<file path="config.mk">
export PLATFORM = sky130hd
export DESIGN_NAME = gzip_header_parser_flat
export DESIGN_NICKNAME = d
export VERILOG_FILES = /design/src/sv/ghp_pkg.sv /design/src/sv/ghp_ifs.sv /design/src/sv/ghp_step.sv /design/src/sv/gzip_header_parser.sv /design/src/flat_wrapper.sv
export SDC_FILE = /design/constraint.sdc
export NUM_CORES = 1
export LEC_CHECK = 0
export CAP_MARGIN = 20
export CORE_AREA = 2 2 150 152
export CTS_CLUSTER_DIAMETER = 30
export DETAILED_ROUTE_END_ITERATION = 8
export DIE_AREA = 0 0 152 154
export DONT_BUFFER_PORTS = 1
export PLACE_DENSITY_LB_ADDON = 0.2
export SLEW_MARGIN = 20
export SYNTH_ARGS = -nofsm -noshare
export SYNTH_HDL_FRONTEND = slang
export SYNTH_SLANG_ARGS = --single-unit
</file>
<file path="constraint.sdc">
create_clock -name clk_i -period 5.4 [get_ports clk_i]
set_clock_uncertainty 0.2 [all_clocks]
set_input_delay 0.27 -clock clk_i [delete_from_list [all_inputs] [get_ports clk_i]]
set_output_delay 0.27 -clock clk_i [all_outputs]
set_load 0.01 [all_outputs]
</file>
<file path="src/sv/ghp_pkg.sv">
// Package for the gzip header parser: phase codes, status and field-kind
// codes, the parser state and result structs, and the optional-field lookup.
// No dependencies.
package ghp_pkg;

  // Phase code width, and the code width fixed by the channel fields.
  localparam int unsigned PhaseW = 5;
  localparam int unsigned CodeW  = 3;

  // Parser phase codes.
  localparam logic [PhaseW-1:0] PH_MAGIC0  = 5'd0;
  localparam logic [PhaseW-1:0] PH_MAGIC1  = 5'd1;
  localparam logic [PhaseW-1:0] PH_METHOD  = 5'd2;
  localparam logic [PhaseW-1:0] PH_FLAGS   = 5'd3;
  localparam logic [PhaseW-1:0] PH_MTIME0  = 5'd4;
  localparam logic [PhaseW-1:0] PH_MTIME1  = 5'd5;
  localparam logic [PhaseW-1:0] PH_MTIME2  = 5'd6;
  localparam logic [PhaseW-1:0] PH_MTIME3  = 5'd7;
  localparam logic [PhaseW-1:0] PH_XFL     = 5'd8;
  localparam logic [PhaseW-1:0] PH_OS      = 5'd9;
  localparam logic [PhaseW-1:0] PH_XLEN0   = 5'd10;
  localparam logic [PhaseW-1:0] PH_XLEN1   = 5'd11;
  localparam logic [PhaseW-1:0] PH_XDATA   = 5'd12;
  localparam logic [PhaseW-1:0] PH_NAME    = 5'd13;
  localparam logic [PhaseW-1:0] PH_COMMENT = 5'd14;
  localparam logic [PhaseW-1:0] PH_HCRC0   = 5'd15;
  localparam logic [PhaseW-1:0] PH_HCRC1   = 5'd16;
  localparam logic [PhaseW-1:0] PH_PAYLOAD = 5'd17;

  // Status codes; the error codes double as the sticky error register.
  localparam logic [CodeW-1:0] ST_IN_HEADER   = 3'd0;
  localparam logic [CodeW-1:0] ST_HEADER_DONE = 3'd1;
  localparam logic [CodeW-1:0] ERR_NONE       = 3'd0;
  localparam logic [CodeW-1:0] ERR_MAGIC      = 3'd2;
  localparam logic [CodeW-1:0] ERR_METHOD     = 3'd3;
  localparam logic [CodeW-1:0] ERR_RESV       = 3'd4;
  localparam logic [CodeW-1:0] ERR_TRUNC      = 3'd5;

  // Field-kind codes.
  localparam logic [CodeW-1:0] KIND_NONE    = 3'd0;
  localparam logic [CodeW-1:0] KIND_EXTRA   = 3'd1;
  localparam logic [CodeW-1:0] KIND_NAME    = 3'd2;
  localparam logic [CodeW-1:0] KIND_COMMENT = 3'd3;
  localparam logic [CodeW-1:0] KIND_PAYLOAD = 3'd4;

  // Header constants.
  localparam logic [15:0] GzipMagic    = 16'h8B1F;
  localparam logic [7:0]  MethodDeflate = 8'd8;
  localparam logic [7:0]  FlgResvMask   = 8'hE0;

  // FLG bit positions.
  localparam int unsigned FlgHcrc    = 1;
  localparam int unsigned FlgExtra   = 2;
  localparam int unsigned FlgName    = 3;
  localparam int unsigned FlgComment = 4;

  // Optional-field slots, in stream order.
  localparam logic [1:0] SLOT_EXTRA   = 2'd0;
  localparam logic [1:0] SLOT_NAME    = 2'd1;
  localparam logic [1:0] SLOT_COMMENT = 2'd2;
  localparam logic [1:0] SLOT_HCRC    = 2'd3;

  // Parser state carried from one byte to the next.
  typedef struct packed {
    logic [PhaseW-1:0] phase;
    logic [15:0]       byte_count;
    logic [7:0]        flags;
    logic [31:0]       mtime;
    logic [7:0]        xfl;
    logic [7:0]        os;
    logic [15:0]       hcrc;
    logic [CodeW-1:0]  err;
  } ghp_state_t;

  // One result item.
  typedef struct packed {
    logic [CodeW-1:0] status;
    logic [CodeW-1:0] field_kind;
    logic [7:0]       data_out;
    logic [7:0]       header_flags;
    logic [31:0]      mod_time;
    logic [7:0]       extra_flags;
    logic [7:0]       os_code;
    logic [15:0]      header_crc;
  } ghp_result_t;

  // First enabled optional field at or after the given slot, else payload.
  function automatic logic [PhaseW-1:0] next_field(input logic [1:0] slot,
                                                   input logic [7:0] flags);
    logic [PhaseW-1:0] ph;
    ph = PH_PAYLOAD;
    if (slot <= SLOT_HCRC && flags[FlgHcrc])          ph = PH_HCRC0;
    if (slot <= SLOT_COMMENT && flags[FlgComment])    ph = PH_COMMENT;
    if (slot <= SLOT_NAME && flags[FlgName])          ph = PH_NAME;
    if (slot == SLOT_EXTRA && flags[FlgExtra])        ph = PH_XLEN0;
    return ph;
  endfunction

endpackage

</file>
<file path="src/sv/ghp_ifs.sv">
// Valid/ready stream interfaces for the gzip header parser: the byte input
// channel and the result channel. No dependencies.
interface ghp_in_if;
  logic       valid;
  logic       ready;
  logic [7:0] data_byte;
  logic       stream_end;

  modport source (output valid, output data_byte, output stream_end, input ready);
  modport sink   (input valid, input data_byte, input stream_end, output ready);
endinterface

interface ghp_out_if;
  logic        valid;
  logic        ready;
  logic [2:0]  status;
  logic [2:0]  field_kind;
  logic [7:0]  data_out;
  logic [7:0]  header_flags;
  logic [31:0] mod_time;
  logic [7:0]  extra_flags;
  logic [7:0]  os_code;
  logic [15:0] header_crc;

  modport source (output valid, output status, output field_kind, output data_out,
                  output header_flags, output mod_time, output extra_flags,
                  output os_code, output header_crc, input ready);
  modport sink   (input valid, input status, input field_kind, input data_out,
                  input header_flags, input mod_time, input extra_flags,
                  input os_code, input header_crc, output ready);
endinterface

</file>
<file path="src/sv/ghp_step.sv">
// Combinational per-byte step of the gzip header parser: next parser state
// and the result item for one input byte. Depends on ghp_pkg.
module ghp_step (
  input  ghp_pkg::ghp_state_t  state_i,
  input  logic [7:0]           data_byte_i,
  input  logic                 stream_end_i,
  output ghp_pkg::ghp_state_t  state_o,
  output ghp_pkg::ghp_result_t result_o
);
  import ghp_pkg::*;

  ghp_state_t       nx;
  logic [CodeW-1:0] kind;
  logic [15:0]      xlen;
  logic [15:0]      xcnt;

  // Phase update for one byte while no error is pending.
  always_comb begin
    nx   = state_i;
    kind = KIND_NONE;
    xlen = {data_byte_i, state_i.byte_count[7:0]};
    xcnt = state_i.byte_count - 16'd1;
    if (state_i.err == ERR_NONE) begin
      case (state_i.phase)
        PH_MAGIC0: begin
          nx.byte_count = {8'd0, data_byte_i};
          nx.phase      = PH_MAGIC1;
        end
        PH_MAGIC1: begin
          if ({data_byte_i, state_i.byte_count[7:0]} != GzipMagic) nx.err = ERR_MAGIC;
          nx.byte_count = 16'd0;
          nx.phase      = PH_METHOD;
        end
        PH_METHOD: begin
          if (data_byte_i != MethodDeflate) nx.err = ERR_METHOD;
          nx.phase = PH_FLAGS;
        end
        PH_FLAGS: begin
          nx.flags = data_byte_i;
          if ((data_byte_i & FlgResvMask) != 8'd0) nx.err = ERR_RESV;
          nx.phase = PH_MTIME0;
        end
        PH_MTIME0, PH_MTIME1, PH_MTIME2, PH_MTIME3: begin
          nx.mtime = {data_byte_i, state_i.mtime[31:8]};
          nx.phase = state_i.phase + PhaseW'(1);
        end
        PH_XFL: begin
          nx.xfl   = data_byte_i;
          nx.phase = PH_OS;
        end
        PH_OS: begin
          nx.os    = data_byte_i;
          nx.phase = next_field(SLOT_EXTRA, state_i.flags);
        end
        PH_XLEN0: begin
          nx.byte_count = {8'd0, data_byte_i};
          nx.phase      = PH_XLEN1;
        end
        PH_XLEN1: begin
          // A zero length skips the extra field at once.
          nx.byte_count = xlen;
          nx.phase      = (xlen == 16'd0) ? next_field(SLOT_NAME, state_i.flags) : PH_XDATA;
        end
        PH_XDATA: begin
          kind          = KIND_EXTRA;
          nx.byte_count = xcnt;
          if (xcnt == 16'd0) nx.phase = next_field(SLOT_NAME, state_i.flags);
        end
        PH_NAME: begin
          if (data_byte_i == 8'd0) nx.phase = next_field(SLOT_COMMENT, state_i.flags);
          else                     kind     = KIND_NAME;
        end
        PH_COMMENT: begin
          if (data_byte_i == 8'd0) nx.phase = next_field(SLOT_HCRC, state_i.flags);
          else                     kind     = KIND_COMMENT;
        end
        PH_HCRC0: begin
          nx.hcrc  = {data_byte_i, state_i.hcrc[15:8]};
          nx.phase = PH_HCRC1;
        end
        PH_HCRC1: begin
          nx.hcrc  = {data_byte_i, state_i.hcrc[15:8]};
          nx.phase = PH_PAYLOAD;
        end
        PH_PAYLOAD: begin
          kind = KIND_PAYLOAD;
        end
        default: begin
          nx.phase = PH_PAYLOAD;
        end
      endcase
      // A field error on this byte wins over truncation on the same byte.
      if (nx.err == ERR_NONE && stream_end_i && nx.phase != PH_PAYLOAD) nx.err = ERR_TRUNC;
      if (nx.err != ERR_NONE) kind = KIND_NONE;
    end
  end

  // Result item built from the updated state.
  always_comb begin
    state_o = nx;
    if (nx.err != ERR_NONE) result_o.status = nx.err;
    else result_o.status = (nx.phase == PH_PAYLOAD) ? ST_HEADER_DONE : ST_IN_HEADER;
    result_o.field_kind   = kind;
    result_o.data_out     = (kind != KIND_NONE) ? data_byte_i : 8'd0;
    result_o.header_flags = nx.flags;
    result_o.mod_time     = nx.mtime;
    result_o.extra_flags  = nx.xfl;
    result_o.os_code      = nx.os;
    result_o.header_crc   = nx.hcrc;
  end

endmodule

</file>
<file path="src/sv/gzip_header_parser.sv">
// Top level of the gzip header parser: parser state register, per-byte step
// and the result register on the output channel.
// Depends on ghp_pkg, ghp_ifs (ghp_in_if, ghp_out_if) and ghp_step.

// The parser takes one byte of a gzip member per input transaction and
// returns exactly one result transaction for it. Each byte is handled by the
// combinational step: the state register and the step logic update together,
// and the result lands in an output register, offered in the next cycle.
// A new byte is accepted every cycle while the output register is empty or
// being drained, so the sustained rate is one byte per cycle; a stalled
// output holds off the input only while its single result register is full.
// Errors (bad magic, bad method, reserved flags, truncation) are sticky until
// reset, and the stream-end marker does not restart the parser.
module gzip_header_parser (
  input  logic     clk_i,
  input  logic     rst_ni,
  ghp_in_if.sink   in_if,
  ghp_out_if.source out_if
);
  import ghp_pkg::*;

  ghp_state_t  state_q, state_d;
  ghp_result_t res_q, res_d;
  logic        out_valid_q;
  logic        in_fire;

  // Input is taken whenever the result register is free or being drained.
  assign in_if.ready = !out_valid_q || out_if.ready;
  assign in_fire     = in_if.valid && in_if.ready;

  ghp_step u_step (
    .state_i      (state_q),
    .data_byte_i  (in_if.data_byte),
    .stream_end_i (in_if.stream_end),
    .state_o      (state_d),
    .result_o     (res_d)
  );

  // Parser state, advanced on each accepted byte.
  always_ff @(posedge clk_i or negedge rst_ni) begin
    if (!rst_ni) begin
      state_q.phase      <= PH_MAGIC0;
      state_q.byte_count <= 16'd0;
      state_q.flags      <= 8'd0;
      state_q.mtime      <= 32'd0;
      state_q.xfl        <= 8'd0;
      state_q.os         <= 8'd0;
      state_q.hcrc       <= 16'd0;
      state_q.err        <= ERR_NONE;
    end else if (in_fire) begin
      state_q <= state_d;
    end
  end

  // Result register valid flag.
  always_ff @(posedge clk_i or negedge rst_ni) begin
    if (!rst_ni) begin
      out_valid_q <= 1'b0;
    end else if (in_fire) begin
      out_valid_q <= 1'b1;
    end else if (out_if.ready) begin
      out_valid_q <= 1'b0;
    end
  end

  // Result payload, loaded with each accepted byte.
  always_ff @(posedge clk_i) begin
    if (in_fire) begin
      res_q <= res_d;
    end
  end

  assign out_if.valid        = out_valid_q;
  assign out_if.status       = res_q.status;
  assign out_if.field_kind   = res_q.field_kind;
  assign out_if.data_out     = res_q.data_out;
  assign out_if.header_flags = res_q.header_flags;
  assign out_if.mod_time     = res_q.mod_time;
  assign out_if.extra_flags  = res_q.extra_flags;
  assign out_if.os_code      = res_q.os_code;
  assign out_if.header_crc   = res_q.header_crc;

  // Once an error is recorded it never changes.
  a_err_sticky : assert property (@(posedge clk_i) disable iff (!rst_ni)
    state_q.err != ERR_NONE |=> state_q.err == $past(state_q.err))
    else $error("sticky error code changed");

  // A captured header CRC implies the FHCRC flag was set.
  a_hcrc_flag : assert property (@(posedge clk_i) disable iff (!rst_ni)
    state_q.hcrc != 16'd0 |-> state_q.flags[FlgHcrc])
    else $error("header CRC captured without FHCRC");

  // Classified bytes are only reported while no error is pending.
  a_kind_no_err : assert property (@(posedge clk_i) disable iff (!rst_ni)
    out_valid_q && res_q.field_kind != KIND_NONE |->
      (res_q.status == ST_IN_HEADER || res_q.status == ST_HEADER_DONE))
    else $error("field byte reported with an error status");

  // A byte taken in the payload phase comes out as payload.
  a_payload : assert property (@(posedge clk_i) disable iff (!rst_ni)
    in_fire && state_q.phase == PH_PAYLOAD && state_q.err == ERR_NONE |=>
      out_valid_q && res_q.field_kind == KIND_PAYLOAD)
    else $error("payload byte not classified as payload");

endmodule

</file>
<file path="src/flat_wrapper.sv">
// flat-port wrapper written by rule: the top's interface ports become plain ports
module gzip_header_parser_flat import ghp_pkg::*;
  (clk_i, rst_ni, in_if_valid, in_if_data_byte, in_if_stream_end, in_if_ready, out_if_valid, out_if_status, out_if_field_kind, out_if_data_out, out_if_header_flags, out_if_mod_time, out_if_extra_flags, out_if_os_code, out_if_header_crc, out_if_ready);
  ghp_in_if in_if_i ();
  ghp_out_if out_if_i ();
  input  logic clk_i;
  input  logic rst_ni;
  input wire logic [$bits(in_if_i.valid)-1:0] in_if_valid;
  input wire logic [$bits(in_if_i.data_byte)-1:0] in_if_data_byte;
  input wire logic [$bits(in_if_i.stream_end)-1:0] in_if_stream_end;
  output wire logic [$bits(in_if_i.ready)-1:0] in_if_ready;
  output wire logic [$bits(out_if_i.valid)-1:0] out_if_valid;
  output wire logic [$bits(out_if_i.status)-1:0] out_if_status;
  output wire logic [$bits(out_if_i.field_kind)-1:0] out_if_field_kind;
  output wire logic [$bits(out_if_i.data_out)-1:0] out_if_data_out;
  output wire logic [$bits(out_if_i.header_flags)-1:0] out_if_header_flags;
  output wire logic [$bits(out_if_i.mod_time)-1:0] out_if_mod_time;
  output wire logic [$bits(out_if_i.extra_flags)-1:0] out_if_extra_flags;
  output wire logic [$bits(out_if_i.os_code)-1:0] out_if_os_code;
  output wire logic [$bits(out_if_i.header_crc)-1:0] out_if_header_crc;
  input wire logic [$bits(out_if_i.ready)-1:0] out_if_ready;
  assign in_if_i.valid = in_if_valid;
  assign in_if_i.data_byte = in_if_data_byte;
  assign in_if_i.stream_end = in_if_stream_end;
  assign in_if_ready = in_if_i.ready;
  assign out_if_valid = out_if_i.valid;
  assign out_if_status = out_if_i.status;
  assign out_if_field_kind = out_if_i.field_kind;
  assign out_if_data_out = out_if_i.data_out;
  assign out_if_header_flags = out_if_i.header_flags;
  assign out_if_mod_time = out_if_i.mod_time;
  assign out_if_extra_flags = out_if_i.extra_flags;
  assign out_if_os_code = out_if_i.os_code;
  assign out_if_header_crc = out_if_i.header_crc;
  assign out_if_i.ready = out_if_ready;
  gzip_header_parser u_core (.clk_i(clk_i), .rst_ni(rst_ni), .in_if(in_if_i), .out_if(out_if_i));
endmodule
</file>
==> flow_summary.json <==
{
  "met2_length_mm": 10.8,
  "drt-met1-wl_mm": 9.91,
  "ios": 101,
  "worst_pin_slew_ns": 0.874,
  "cts.clk_slew.worst_paths_ns": 0.07,
  "setup_viol": 0,
  "clk_path_buf_depth": 2,
  "cts_buffers": 17,
  "crit_type": "register to register",
  "wirelength_mm": 22.6,
  "ys_top_cells_by_count": "nand2_1, nor2_1, dfrtp_1",
  "ff2ff_path_depth": 9,
  "max_freq_ghz": 0.277,
  "ys_types": 67,
  "postRouteAntennaNets": 0,
  "ys_dominant_reg_cell": "dfrtp_1",
  "post_cts.repair.setup_buffers": 0,
  "critPathBufInv": 1,
  "crit_start": "u_core.state_q[91]",
  "synth_top_area_share_pct": 30.0,
  "firstDrtPassIters": 5,
  "min_period_ns": 3.61,
  "seq_area_frac_synth_pct": 58.1,
  "syn2layout_area_growth_pct": 11.5,
  "die_w_um": 152,
  "period_share_pct": 66.9,
  "grt_overflow": 0,
  "tritoncts": "built",
  "wl_met3_mm": 1.48,
  "crit_path_end": "u_core.state_q[0]",
  "grt_pass1_vias": 5927,
  "required_ns": 5.51,
  "cts_resized": 0,
  "dp_hpwl_mm": 14.2,
  "rrSetupSlack_ns": 1.79,
  "timing.hold.ws_ns": 0.0931,
  "drc_errors": 0,
  "rr_endpoint": "u_core.state_q[0]",
  "chipHeight_um": 154,
  "nets": 802,
  "peakVddDrop_mv": 0.216,
  "place_congestion": 0.917,
  "fill_cells": 2000,
  "insertion_delay_ns": 0.43,
  "cpPeakStageDelay_ns": 0.56,
  "yosys.area.top_type": "edfxtp_1",
  "antenna_found_initial": 1,
  "drive_above_1_share_pct": 16.5,
  "coreArea_um2": 21700,
  "dieArea_um2": 23400,
  "cp.arrival_ns": 3.72,
  "run_status": "complete, no violations",
  "routed.top_layer": "met5",
  "hp-class": "primary input to register",
  "synth_most_common_cell": "nand2_1",
  "reg2reg_from": "u_core.state_q[91]",
  "synth-edff-count": 86,
  "powerDensity_nw_per_um2": 472,
  "yosys_warnings": 0,
  "crit_path_top_delay_cell": "nor4_1",
  "cp_num_cells": 9,
  "slew_headroom_pct": 41.3,
  "via_count": 6110,
  "initialDrtViolationCount": 512,
  "fin_util_pct": 44.3,
  "rows": 54,
  "track_usage_pct": 19.6,
  "syn_area_per_cell_um2": 10.9,
  "vias_per_cell": 5.68,
  "routedWlPerCell_um": 21.0,
  "leakage_uw": 0.00383,
  "crit_family": "simple AND/OR/NAND/NOR gates",
  "worst_setup_path_start_kind": "register",
  "tns_ns": 0,
  "diodes": 0,
  "start_util_pct": 39.7,
  "synth_nets": 813,
  "grt_max_degree": 98,
  "critPathCaptureType": "register",
  "path_cells": "inv_1 > ha_1 > nor4_1 > and3b_1 > a221oi_1 > and4bb_2 > nand2_1 > or3_4 > a221o_1",
  "crit_fanout": 11,
  "grt_pass1_wl_mm": 35.7,
  "cts.htree.levels": 4,
  "cap_viol_max_count": 0,
  "ys_ff_latch": 183,
  "report.final.slew_viol_count": 0,
  "netlist_instances": 793,
  "cts.sinks": 183,
  "numPortBuffers": 0,
  "cts-root-buf": "clkbuf_16",
  "synthesis.area_um2": 8620,
  "synthTopCellsByArea": "edfxtp_1, dfrtp_1, mux2_2",
  "finalHoldViolations": 0,
  "synthArstFlopShare_pct": 53.0,
  "rsz0062_at_grt": "no"
}
## worst reg2reg max path, stage by stage (launching register included)
cell      delay (ns)
dfrtp_1         0.52
inv_1           0.11
ha_1            0.33
nor4_1          0.56
and3b_1         0.29
a221oi_1        0.38
and4bb_2        0.30
nand2_1         0.07
or3_4           0.39
a221o_1         0.34
## repair_timing
action / 4_1_cts / 5_1_grt
hold endpoints to repair: 204 / 0
hold buffers: 13 / 0
endpoints found under the setup margin: 0 / 0
## layout by cell type (no fill, tap or decap), types with 3 or more instances in the layout
cell type      count
a211oi_1           3
a21oi_1           23
a22oi_1            8
a31oi_1            4
a32oi_1            7
and2_1            11
buf_4              4
clkbuf_16         17
clkinv_8           4
dfrtp_1           97
dlygate4sd3_1     12
edfxtp_1          86
ha_1               7
inv_1             12
inv_6              5
inv_8              4
mux2_2            80
nand2_1          142
nand2b_1           7
nand3_1            6
nand4_1            5
nor2_1           105
nor2b_1            3
nor3_1            16
nor4_1            10
nor4b_1            4
o211a_1            3
o21ai_0           37
o31ai_1            4
or3_1              6
or4_1              4
xnor2_1            5
## logic make-up after synthesis
logic type | after synthesis | share of synthesized area (%)
flops | 183 | 58.1
xor+xnor | 6 | 0.610
buf+inv | 60 | 2.71
compound gates | 113 | 8.49
simple gates | 343 | 18.5
mux | 81 | 10.6
fa+ha+maj | 7 | 1.02
## per-layer routing
metal  GRT usage (%)  vias up
met5               0        -
met4            5.52        2
met3            5.02       28
met2            31.5      233
met1            26.5     3047
li1                -     2800
## flip-flops by register name, indices dropped and copies added, names as in the netlist
register and cells:
u_core.out_if.mod_time 32, u_core.out_if.valid 1, u_core.state_q 96, u_core.out_if.extra_flags 8
u_core.out_if.data_out 8, u_core.out_if.field_kind 3, u_core.out_if.os_code 8, u_core.out_if.header_crc 16
u_core.out_if.header_flags 8, u_core.out_if.status 3
## final cells by class
cell class | instances | area, µm² | share of cell area, %
Clock buffer | 17 | 425 | 4.43
Clock inverter | 15 | 200 | 2.08
Inverter | 13 | 53.8 | 0.560
Multi-Input combinational cell | 550 | 3390 | 35.3
Sequential cell | 183 | 5010 | 52.1
Tap cell | 280 | 350 | 3.65
Timing Repair Buffer | 17 | 178 | 1.85
## stage by stage
step,total power [µW],worst slack (ns),instance area (µm²),cells
after floorplan,2920,1.15,8620,793
after detailed placement,3210,1.73,8830,1030
after global routing,4800,1.45,9610,1075
after CTS,4560,1.71,9600,1075
final,4540,1.79,9610,1075
after global placement,3190,1.81,8830,1030
## report_power, final
part / switching, µW / internal (µW)
logic: 629 / 466
registers: 318 / 1830
clock network: 619 / 677
## worst min-delay path by stage
stage,start,to,cells after the start
after floorplan,rst_ni,u_core.out_if.valid,0
after global placement,rst_ni,u_core.state_q[48],0
after detailed placement,rst_ni,u_core.state_q[48],0
after CTS,in_if_stream_end,u_core.state_q[0],3
after global routing,in_if_stream_end,u_core.state_q[0],3
final,in_if_stream_end,u_core.state_q[0],3
No activity file was read; power rests on OpenSTA's default activity.
